**config.mk**
```make
export PLATFORM = sky130hd
export DESIGN_NAME = frs_divider
export DESIGN_NICKNAME = d
export VERILOG_FILES = /design/src/rtl/frs_pkg.sv /design/src/rtl/frs_divider.sv
export SDC_FILE = /design/constraint.sdc
export NUM_CORES = 1
export LEC_CHECK = 0
export ABC_AREA = 1
export BUFFER_PORTS_ARGS = -buffer_cell sky130_fd_sc_hd__buf_2
export CAP_MARGIN = 10
export CELL_PAD_IN_SITES_DETAIL_PLACEMENT = 1
export CELL_PAD_IN_SITES_GLOBAL_PLACEMENT = 2
export CORE_MARGIN = 10
export CORE_UTILIZATION = 30
export CTS_CLUSTER_DIAMETER = 40
export DETAILED_ROUTE_END_ITERATION = 8
export GPL_TIMING_DRIVEN = 0
export HOLD_SLACK_MARGIN = 0.08
export PLACE_DENSITY_LB_ADDON = 0.1
export SLEW_MARGIN = 20
export SYNTH_ARGS = -nofsm -noshare
export SYNTH_HDL_FRONTEND = slang
export SYNTH_SLANG_ARGS = --single-unit
```
**constraint.sdc**
```tcl
create_clock -name clk_i -period 2.9 [get_ports clk_i]
set_clock_uncertainty 0.05 [all_clocks]
set_input_delay 0.29 -clock clk_i [delete_from_list [all_inputs] [get_ports clk_i]]
set_output_delay 0.29 -clock clk_i [all_outputs]
set_load 0.03 [all_outputs]
```
**src/rtl/frs_pkg.sv**
```systemverilog
// Shared types and constants for the frame-rate statistics block.
`timescale 1ns / 1ps

package frs_pkg;

  // Field widths
  localparam int unsigned IDEAL_W   = 20;
  localparam int unsigned ELAPSED_W = 24;
  localparam int unsigned FPS_W     = 28;
  localparam int unsigned COUNT_W   = 32;
  localparam int unsigned SUM_W     = 56;
  localparam int unsigned JIT_W     = 60;

  // Shared divider geometry
  localparam int unsigned DIV_NUM_W  = 64;
  localparam int unsigned DIV_DEN_W  = 56;
  localparam int unsigned DIV_STEP_W = $clog2(DIV_NUM_W + 1);

  // Steps for a 28-bit rate dividend and for a 60-bit wide dividend
  localparam logic [DIV_STEP_W-1:0] RATE_STEPS = DIV_STEP_W'(FPS_W);
  localparam logic [DIV_STEP_W-1:0] WIDE_STEPS = DIV_STEP_W'(JIT_W);

  // One second in Q.8 microsecond units: 1e6 * 256
  localparam logic [FPS_W-1:0] ONE_SEC_Q8 = FPS_W'(256000000);

  // Reset value of the ideal frame period
  localparam logic [IDEAL_W-1:0] IDEAL_RESET = IDEAL_W'(16666);

  // Input mode codes
  localparam logic MODE_RECORD = 1'b0;
  localparam logic MODE_CLEAR  = 1'b1;

  typedef struct packed {
    logic                 mode;
    logic [ELAPSED_W-1:0] elapsed_us;
  } frame_t;

  typedef struct packed {
    logic [FPS_W-1:0] average_fps;
    logic [FPS_W-1:0] minimum_fps;
    logic [FPS_W-1:0] maximum_fps;
    logic [FPS_W-1:0] jitter_fps;
  } stats_t;

  // Divider command: dividend is left-aligned, steps gives its bit count
  typedef struct packed {
    logic                  start;
    logic [DIV_NUM_W-1:0]  dividend;
    logic [DIV_DEN_W-1:0]  divisor;
    logic [DIV_STEP_W-1:0] steps;
  } div_cmd_t;

  typedef struct packed {
    logic             busy;
    logic             done;
    logic [FPS_W-1:0] quotient;
    logic             overflow;
  } div_res_t;

endpackage

```
**src/rtl/frs_divider.sv**
```systemverilog
// Shared restoring divider, one quotient bit per cycle, saturation flag.
`timescale 1ns / 1ps

module frs_divider (
  input  logic               clk_i,
  input  logic               rst_ni,
  input  frs_pkg::div_cmd_t  cmd_i,
  output frs_pkg::div_res_t  res_o
);
  import frs_pkg::*;

  logic                  busy_q;
  logic                  done_q;
  logic                  ovf_q;
  logic [DIV_STEP_W-1:0] cnt_q;
  logic [DIV_NUM_W-1:0]  num_q;
  logic [DIV_DEN_W-1:0]  den_q;
  logic [DIV_DEN_W-1:0]  rem_q;
  logic [FPS_W-1:0]      quo_q;

  logic [DIV_DEN_W:0]    rem_sh;
  logic [DIV_DEN_W:0]    rem_diff;
  logic                  q_bit;
  logic [DIV_DEN_W-1:0]  rem_nxt;

  // Shift in the next dividend bit, trial subtract
  assign rem_sh   = {rem_q, num_q[DIV_NUM_W-1]};
  assign rem_diff = rem_sh - {1'b0, den_q};
  assign q_bit    = (rem_sh >= {1'b0, den_q});
  assign rem_nxt  = q_bit ? rem_diff[DIV_DEN_W-1:0] : rem_sh[DIV_DEN_W-1:0];

  always_ff @(posedge clk_i or negedge rst_ni) begin
    if (!rst_ni) begin
      busy_q <= 1'b0;
      done_q <= 1'b0;
      ovf_q  <= 1'b0;
      cnt_q  <= '0;
    end else begin
      done_q <= 1'b0;
      if (cmd_i.start) begin
        busy_q <= 1'b1;
        ovf_q  <= 1'b0;
        cnt_q  <= cmd_i.steps;
      end else if (busy_q) begin
        // Any bit pushed out of the quotient window means saturation
        ovf_q <= ovf_q | quo_q[FPS_W-1];
        cnt_q <= cnt_q - DIV_STEP_W'(1);
        if (cnt_q == DIV_STEP_W'(1)) begin
          busy_q <= 1'b0;
          done_q <= 1'b1;
        end
      end
    end
  end

  always_ff @(posedge clk_i) begin
    if (cmd_i.start) begin
      num_q <= cmd_i.dividend;
      den_q <= cmd_i.divisor;
      rem_q <= '0;
      quo_q <= '0;
    end else if (busy_q) begin
      num_q <= {num_q[DIV_NUM_W-2:0], 1'b0};
      rem_q <= rem_nxt;
      quo_q <= {quo_q[FPS_W-2:0], q_bit};
    end
  end

  assign res_o.busy     = busy_q;
  assign res_o.done     = done_q;
  assign res_o.quotient = quo_q;
  assign res_o.overflow = ovf_q;

  a_rem_below_den : assert property (@(posedge clk_i) disable iff (!rst_ni)
    busy_q |-> (rem_q < den_q))
    else $error("divider remainder not below divisor");

  a_done_idle : assert property (@(posedge clk_i) disable iff (!rst_ni)
    done_q |-> !busy_q)
    else $error("divider done while busy");

  a_busy_from_start : assert property (@(posedge clk_i) disable iff (!rst_ni)
    $rose(busy_q) |-> $past(cmd_i.start))
    else $error("divider busy without start");

endmodule

```
==> results of run 1 <==
==> stage by stage <==
step | instance area (µm²) | std cells | power, mW
floorplan | 13600 | 2010 | 8.45
global placement | 15100 | 2762 | 10.6
detailed placement | 15200 | 2765 | 10.7
CTS | 18200 | 2978 | 16.7
global route | 18300 | 2982 | 17.8
finish | 18300 | 2982 | 16.5
==> power by group <==
part	internal, mW	switching, mW
clock network	4.01	1.76
registers	3.78	0.342
logic	2.15	4.51
total	9.94	6.61
==> synth_stat cells (all sizes together) (20+ instances only) <==
library cell / number / area (µm²)
buf: 20 / 140
dfxtp: 84 / 1680
ha: 58 / 726
nand3: 141 / 741
nand2: 862 / 3260
o22ai: 27 / 169
edfxtp: 120 / 3600
xor2: 23 / 201
nand4: 28 / 175
clkbuf: 26 / 97.6
inv: 408 / 1530
a21oi: 28 / 144
nor2: 120 / 502
==> final cells by class <==
cell class,instances,area share [%]
sequential,214,30.3
buffer,46,1.35
clock buffer,60,6.81
tap,592,4.05
multi-input combinational,1341,34.7
antenna,2,0.0274
timing repair buffer,294,11.9
inverter,409,8.43
clock inverter,24,2.49
==> layer usage <==
layer / wire, µm / share of wire, %
met1: 23300 / 46
met2: 24800 / 49
met3: 1840 / 3.6
met4: 882 / 1.7
met5: 0 / 0
==> critical path, cell delays in order (launching register included) <==
cell and delay [ns]:
edfxtp_1 0.32, inv_1 0.05, ha_1 0.38, nand2_1 0.16, nor2_2 0.14, nand2_1 0.10
inv_2 0.10, nand2_1 0.11, nor2_4 0.21, nand2_1 0.10, nand3_2 0.12, nor2_8 0.08
nand2_8 0.12, buf_6 0.19, nand4_1 0.26, nand3_1 0.15
==> worst min path at each step <==
stage | startpoint | endpoint | slack [ns]
6_report | cmd_i[127] | den_q[3] | 0.12
4_1_cts | cmd_i[127] | den_q[3] | 0.11
3_5_place_dp | rst_ni | done_q | 0.12
2_1_floorplan | rst_ni | busy_q | -0.06
3_3_place_gp | rst_ni | done_q | 0.12
5_1_grt | cmd_i[127] | den_q[3] | 0.12
==> registers in the layout (all words and copies together), names as in the netlist <==
name and count:
done_q 1, cnt_q 7, busy_q 1, den_q 56, quo_q 28, ovf_q 1, num_q 64, rem_q 56
==> repair_timing <==
item	4_1_cts	5_1_grt
buffers inserted	0	2
resized for setup	2	22
setup endpoints to repair	6	42
pin swaps	1	3
hold endpoints to repair	137	0
hold buffers	129	0
==> cells by family (layout without fill, tap and decap cells) <==
kind of cell             Yosys count  after routing  share of synthesized area, %
AO/OA/AOI/OAI                     79             79                          3.42
XOR/XNOR                          29             29                          1.87
adder cells (fa/ha/maj)           59             59                          5.49
buffers and inverters            455            833                          13.1
flip-flops                       214            214                          40.7
other                              0              2                             0
AND/OR/NAND/NOR                 1174           1174                          35.4
==> flow_metrics.tcl, run 1 <==
set metrics [dict create \
    r2r_start "den_q[23]" \
    wire_per_inst_um 17.1 \
    via_per_inst 4.44 \
    clock.fmax_ghz 0.369 \
    met2_usage_pct 33.2 \
    endpoint "rem_q[41]" \
    drt_wl_total_um 50900 \
    vias 13253 \
    dieArea_um2 54200 \
    finalSetupTns_ns 0 \
    r2r-end "rem_q[41]" \
    slew_headroom_pct 40.5 \
    whs_path_depth 1 \
    hold_path_class "in -> reg" \
    layout-drive-gt1-share_pct 13.4 \
    p_leak_nw 9.50 \
    critPathLaunch "den_q[23]" \
    use_met1_pct 23.5 \
    grt_pass1_wl_um 80100 \
    clock_path_buffers 3 \
    htreeDepth 2 \
    critPathMaxFanout 10 \
    start_kind "flop" \
    cts_buffers 45 \
    grt_max_degree 56 \
    drv_cap 0 \
    grt_pass1_vias 14390 \
    cts.sinks 214 \
    met3_usage_pct 3.15 \
    grt_overflow 0 \
    synth.avg_cell_area_um2 6.76 \
    ys_types 42 \
    drtIter0Drc 562 \
    r2r_slack_ns 0.19 \
    p_per_area_nw_per_um2 906 \
    syn_area_um2 13600 \
    final_antenna_net_count 0 \
    coreArea_um2 44500 \
    criticalPathCategory "reg -> reg" \
    postLayoutSetupSlackWorst_ns 0.190 \
    r2r_cells 15 \
    finalHoldViolCount 0 \
    fin_hold_ws_ns 0.121 \
    num_rows 77 \
    cts_root_buffer "clkbuf_16" \
    dp_slack_ns -0.191 \
    synth_edf_count 120 \
    cts.clk_slew.worst_paths_ns 0.05 \
    final_cell_mix "nand2_1, inv_1, buf_2" \
    utilization_pct 41.1 \
    grt.busiest_layer "met2" \
    cts_tree "yes" \
    outcome "finished clean" \
    hpwl_um 40000 \
    layout_commonest_cell "nand2_1" \
    area_delta_synth_final_pct 34.5 \
    synth_warnings 0 \
    setup_viol 0 \
    synth_async_sr_flop_share_pct 4.67 \
    arrival_ns 3.16 \
    synth_cells 2010 \
    rsz0062_at_grt "no" \
    synth_seq_cells 214 \
    vdd_ir_drop_max_mv 0.581 \
    tightest_slew_ns 0.893 \
    track_usage_pct 18.9 \
    clk_latency_ns 0.57 \
    io_pins 161 \
    drv_slew 0 \
    regArea_um2 5540 \
    syn-num-nets 2199 \
    place_congestion 0.882 \
    multi_input_area_um2 6340 \
    min_period_over_period_pct 93.4 \
    fin_nets 2540 \
    ys_seq_area_share_pct 40.7 \
    min_period_ns 2.71 \
    drt_pass1_iterations 5 \
    initial_utilization_pct 30.5 \
    die_w_um 233 \
    io_buffers 160 \
    synth-main-ff-cell "edfxtp_1" \
    die_height_um 233 \
    nFillCells 5663 \
    drc 0 \
    end_kind "flop" \
    crit_required_ns 3.35 \
    antenna_found_initial 3 \
]
Power figures use the tool's default switching activity.
==> inputs of run 2 (changes only) <==
--- a/config.mk
+++ b/config.mk
@@ -5,13 +5,12 @@
 export SDC_FILE = /design/constraint.sdc
 export NUM_CORES = 1
 export LEC_CHECK = 0
-export ABC_AREA = 1
 export BUFFER_PORTS_ARGS = -buffer_cell sky130_fd_sc_hd__buf_2
 export CAP_MARGIN = 10
 export CELL_PAD_IN_SITES_DETAIL_PLACEMENT = 1
 export CELL_PAD_IN_SITES_GLOBAL_PLACEMENT = 2
 export CORE_MARGIN = 10
-export CORE_UTILIZATION = 30
+export CORE_UTILIZATION = 33
 export CTS_CLUSTER_DIAMETER = 40
 export DETAILED_ROUTE_END_ITERATION = 8
 export GPL_TIMING_DRIVEN = 0
==> flow_metrics.tcl, run 2 <==
set metrics [dict create \
    finalHoldViolCount 0 \
    area_delta_synth_final_pct 51.1 \
    drv_cap 0 \
    antenna_found_initial 8 \
    layout_commonest_cell "buf_2" \
    place_congestion 0.820 \
    io_buffers 160 \
    rsz0062_at_grt "yes" \
    fin_hold_ws_ns 0.108 \
    regArea_um2 5540 \
    cts_buffers 41 \
    syn_area_um2 11600 \
    min_period_ns 3.36 \
    criticalPathCategory "reg -> reg" \
    layout-drive-gt1-share_pct 35.1 \
    cts.sinks 214 \
    top_regs "num_q: 64 flops, den_q: 56 flops, rem_q: 56 flops" \
    tightest_slew_ns 0.954 \
    crit_buf_inv 1 \
    vias 10247 \
    utilization_pct 50.7 \
    clk_latency_ns 0.55 \
    r2r_cells 13 \
    min_period_over_period_pct 116 \
    vdd_ir_drop_max_mv 0.518 \
    slew_headroom_pct 36.4 \
    start_kind "flop" \
    die_height_um 208 \
    fin_cells 2047 \
    hpwl_um 27500 \
    fin_nets 1742 \
    synth_async_sr_flop_share_pct 4.67 \
    dp_cells 1769 \
    synthTopCellsByCount "nor2_1, edfxtp_1, a21oi_1" \
    r2r-end "rem_q[50]" \
    drt_pass1_iterations 5 \
    synth.avg_cell_area_um2 10.1 \
    p_total_mw 17.1 \
    drtIter0Drc 436 \
    regMostFlops "num_q" \
    outcome "complete, but fails checks" \
    setup_viol 37 \
    grt_pass1_wl_um 64500 \
    end_kind "flop" \
    grt_pass1_vias 11147 \
    final_area_um2 17600 \
    cts_root_buffer "clkbuf_16" \
    synthTopCellsByArea "edfxtp_1, dfxtp_1, ha_1" \
    syn-num-nets 1342 \
    synth_edf_count 120 \
    failed_checks "setup timing" \
    postLayoutSetupSlackWorst_ns -0.463 \
    dp_slack_ns -1.07 \
    worstSetupPathDepth 13 \
    cts_tree "yes" \
    r2r_slack_ns -0.46 \
    wire_per_inst_um 20.3 \
    grt_overflow 0 \
    synth_area_leader_cell "edfxtp_1" \
    num_rows 68 \
    synth.most_common_cell "nor2_1" \
    grt_max_degree 58 \
    placed_cell_area_um2 13100 \
    drt_wl_total_um 41500 \
    ys_seq_area_share_pct 47.5 \
    initial_utilization_pct 33.6 \
    crit_path_top_delay_cell "or4_4" \
    crit_required_ns 3.30 \
    finalSetupTns_ns -5.42 \
    drc 0 \
    largest_register_ffs 64 \
    die_w_um 208 \
    nFillCells 3776 \
    clock.fmax_ghz 0.297 \
    drv_slew 0 \
    hold_path_class "in -> async" \
    arrival_ns 3.76 \
    ys_types 67 \
    track_usage_pct 18.4 \
    synth_cells 1153 \
    via_per_inst 5.01 \
    clock_path_buffers 3 \
    cp_cell_sequence "inv_2 > ha_4 > fa_2 > and2b_1 > o211ai_1 > a21oi_2 > o21a_2 > a31oi_4 > o31a_4 > o21bai_4 > nor4_2 > or4_4 > a311oi_2" \
    synth-main-ff-cell "edfxtp_1" \
    synth_warnings 0 \
    coreArea_um2 34700 \
    p_leak_nw 7.63 \
    synth_top_area_share_pct 30.9 \
    htreeDepth 2 \
    synth_seq_cells 214 \
    p_per_area_nw_per_um2 970 \
    final_antenna_net_count 0 \
    final_cell_mix "buf_2, dlygate4sd3_1, edfxtp_1" \
    critPathMaxFanout 3 \
    multi_input_area_um2 6530 \
    dieArea_um2 43200 \
    cp_top_family "compound AO/OA/AOI/OAI gates" \
    slowest_delay_ns 0.53 \
    io_pins 161 \
    r2r_start "num_q[63]" \
    cts.clk_slew.worst_paths_ns 0.06 \
]
-- run 2: changes by cell type after synthesis, sizes merged, moves of 42 or more --
cell   before  now
inv       408   83
nand2     862   61
mux2        0   63
mux2i       0   42
o21ai      13   60
nand3     141    8
a21oi      28   90
-- run 2: report_power, final --
part,total (mW),leakage [nW],switching [mW],internal [mW]
Combinational,7.82,4.91,4.08,3.74
Sequential,4.30,2.03,0.510,3.79
Clock,4.96,0.698,1.74,3.21
-- run 2: worst max path at each step --
stage                           from        end
final                      num_q[63]  rem_q[50]
after global placement    cmd_i[127]  num_q[21]
after global routing       num_q[63]  rem_q[50]
after detailed placement   den_q[20]  rem_q[53]
after CTS                  num_q[63]  rem_q[50]
after floorplan            num_q[63]  rem_q[50]
-- run 2: layout make-up --
cell class                 count  share of cell area, %
sequential                   214                   31.5
clock buffer                  45                   6.03
inverter                      83                   1.78
multi-input combinational    792                   37.1
antenna                        7                 0.0995
buffer                        48                   1.80
tap                          455                   3.23
timing repair buffer         373                   16.5
clock inverter                30                   2.04
-- run 2: cell families after synthesis --
| group | Yosys count | synth area share [%] |
|---|---|---|
| xor+xnor | 53 | 3.98 |
| fa+ha+maj | 59 | 6.40 |
| flops | 214 | 47.5 |
| simple gates | 287 | 11.3 |
| buf+inv | 147 | 4.93 |
| mux | 105 | 9.70 |
| compound gates | 288 | 16.1 |
-- run 2: timing repair --
action                                  4_1_cts  5_1_grt
pin swaps                                    49       78
hold endpoints to repair                    137        0
setup buffers                                54       35
endpoints found under the setup margin      111      129
hold buffers                                128        0
cloned                                        2        2
gates resized for setup                     170      146
-- run 2: per-layer routing --
metal | track usage, % | routed length, µm
met3 | 4.73 | 2160
met5 | 0 | 27
met2 | 30.1 | 19900
met1 | 23.6 | 18900
met4 | 5.33 | 627
==> inputs of run 3 (changes only) <==
--- a/config.mk
+++ b/config.mk
@@ -5,7 +5,7 @@
 export SDC_FILE = /design/constraint.sdc
 export NUM_CORES = 1
 export LEC_CHECK = 0
-export BUFFER_PORTS_ARGS = -buffer_cell sky130_fd_sc_hd__buf_2
+export BUFFER_PORTS_ARGS = -buffer_cell sky130_fd_sc_hd__buf_4
 export CAP_MARGIN = 10
 export CELL_PAD_IN_SITES_DETAIL_PLACEMENT = 1
 export CELL_PAD_IN_SITES_GLOBAL_PLACEMENT = 2
==> flow_metrics.tcl, run 3 (synthesis results as in run 2) <==
set metrics [dict create \
    clk_latency_ns 0.57 \
    layout_commonest_cell "buf_4" \
    dieArea_um2 43200 \
    drt_pass1_iterations 6 \
    p_leak_nw 7.68 \
    crit_required_ns 3.32 \
    top_regs "num_q: 64 flops, den_q: 56 flops, rem_q: 56 flops" \
    io_pins 161 \
    wire_per_inst_um 20.4 \
    r2r-end "rem_q[50]" \
    htreeDepth 2 \
    area_delta_synth_final_pct 52.7 \
    fin_nets 1728 \
    drv_slew 0 \
    largest_register_ffs 64 \
    min_period_ns 3.37 \
    die_height_um 208 \
    die_w_um 208 \
    min_period_over_period_pct 116 \
    grt_pass1_vias 11168 \
    outcome "complete, but fails checks" \
    hold_path_class "in -> reg" \
    clock_path_buffers 3 \
    num_rows 68 \
    postLayoutSetupSlackWorst_ns -0.473 \
    initial_utilization_pct 33.6 \
    via_per_inst 5.03 \
    criticalPathCategory "reg -> reg" \
    dp_cells 1769 \
    drv_cap 0 \
    regMostFlops "num_q" \
    drc 0 \
    slew_headroom_pct 36.3 \
    cp_top_family "compound AO/OA/AOI/OAI gates" \
    vias 10227 \
    grt_max_degree 58 \
    place_congestion 0.839 \
    p_per_area_nw_per_um2 958 \
    cts_root_buffer "clkbuf_16" \
    placed_cell_area_um2 13500 \
    failed_checks "setup timing" \
    io_buffers 160 \
    coreArea_um2 34700 \
    antenna_found_initial 7 \
    whs_path_depth 1 \
    cts_buffers 42 \
    critPathMaxFanout 4 \
    drt_wl_total_um 41500 \
    rsz0062_at_grt "yes" \
    crit_buf_inv 2 \
    layout-drive-gt1-share_pct 34.1 \
    hp-start "cmd_i[127]" \
    setup_viol 57 \
    drtIter0Drc 395 \
    r2r_start "num_q[63]" \
    utilization_pct 51.3 \
    cts.sinks 214 \
    clock.fmax_ghz 0.296 \
    grt_pass1_wl_um 63800 \
    min_to "den_q[7]" \
    slowest_delay_ns 0.50 \
    hpwl_um 27600 \
    r2r_slack_ns -0.47 \
    end_kind "flop" \
    cts_tree "yes" \
    final_area_um2 17800 \
    arrival_ns 3.79 \
    finalHoldViolCount 0 \
    cts.clk_slew.worst_paths_ns 0.06 \
    grt_overflow 0 \
    r2r_cells 14 \
    track_usage_pct 18.3 \
    cp_cell_sequence "inv_1 > ha_2 > fa_2 > and2b_1 > o211ai_1 > a21oi_2 > o21a_4 > a31oi_4 > o31a_4 > o21bai_4 > buf_6 > and4_1 > or4_4 > a311oi_2" \
    tightest_slew_ns 0.955 \
    crit_path_top_delay_cell "or4_4" \
    start_kind "flop" \
    vdd_ir_drop_max_mv 0.453 \
    final_cell_mix "buf_4, dlygate4sd3_1, edfxtp_1" \
    fin_cells 2032 \
    final_antenna_net_count 0 \
]
-- run 3: final cells by class --
cell class / count / area [µm²]
Fill cell: 3733 / 16900
Multi-Input combinational cell: 792 / 6390
Sequential cell: 214 / 5540
Timing Repair Buffer: 355 / 3130
Clock buffer: 48 / 1110
Tap cell: 455 / 569
Buffer: 51 / 368
Clock inverter: 30 / 360
Inverter: 83 / 317
Antenna cell: 4 / 10.0
-- run 3: where the power goes --
part           internal (mW)  total [mW]  switching, mW
registers               3.79        4.27          0.479
logic                   3.59        7.72           4.13
clock network           3.26        5.06           1.81
-- run 3: routing by layer --
metal  part of all wire (%)  up-vias  track usage [%]
met2                     48      202             30.5
li1                       -     4962                -
met1                     45     4994             22.8
met3                    5.1       63             4.78
met4                    1.9        6             5.26
met5                  0.082        -                0
-- run 3: repair_timing --
| item | 4_1_cts | 5_1_grt |
|---|---|---|
| hold buffers | 129 | 0 |
| gates cloned | 2 | 2 |
| endpoints found under the hold margin | 137 | 0 |
| pin swaps | 41 | 48 |
| setup buffers | 37 | 26 |
| endpoints found under the setup margin | 111 | 105 |
| resized for setup | 145 | 144 |
-- run 3: stage by stage --
stage	setup TNS, ns	power (mW)	hold slack, ns	worst slack, ns
final	-8.87	17.1	0.158	-0.473
after global routing	-16.82	18.1	0.182	-0.605
after CTS	-6.09	15.9	0.291	-0.609
after detailed placement	-88.47	9.54	0.0807	-1.10
after global placement	-167.71	9.51	0.0804	-1.66
after floorplan	-0.228	7.91	-0.0556	-0.165
-- run 3: worst max-delay path by stage --
| stage | startpoint | end | cells past startpoint |
|---|---|---|---|
| floorplan | num_q[63] | rem_q[50] | 13 |
| global placement | cmd_i[127] | num_q[18] | 5 |
| detailed placement | den_q[20] | rem_q[46] | 13 |
| CTS | num_q[63] | rem_q[50] | 14 |
| global route | num_q[63] | rem_q[50] | 14 |
| finish | num_q[63] | rem_q[50] | 14 |
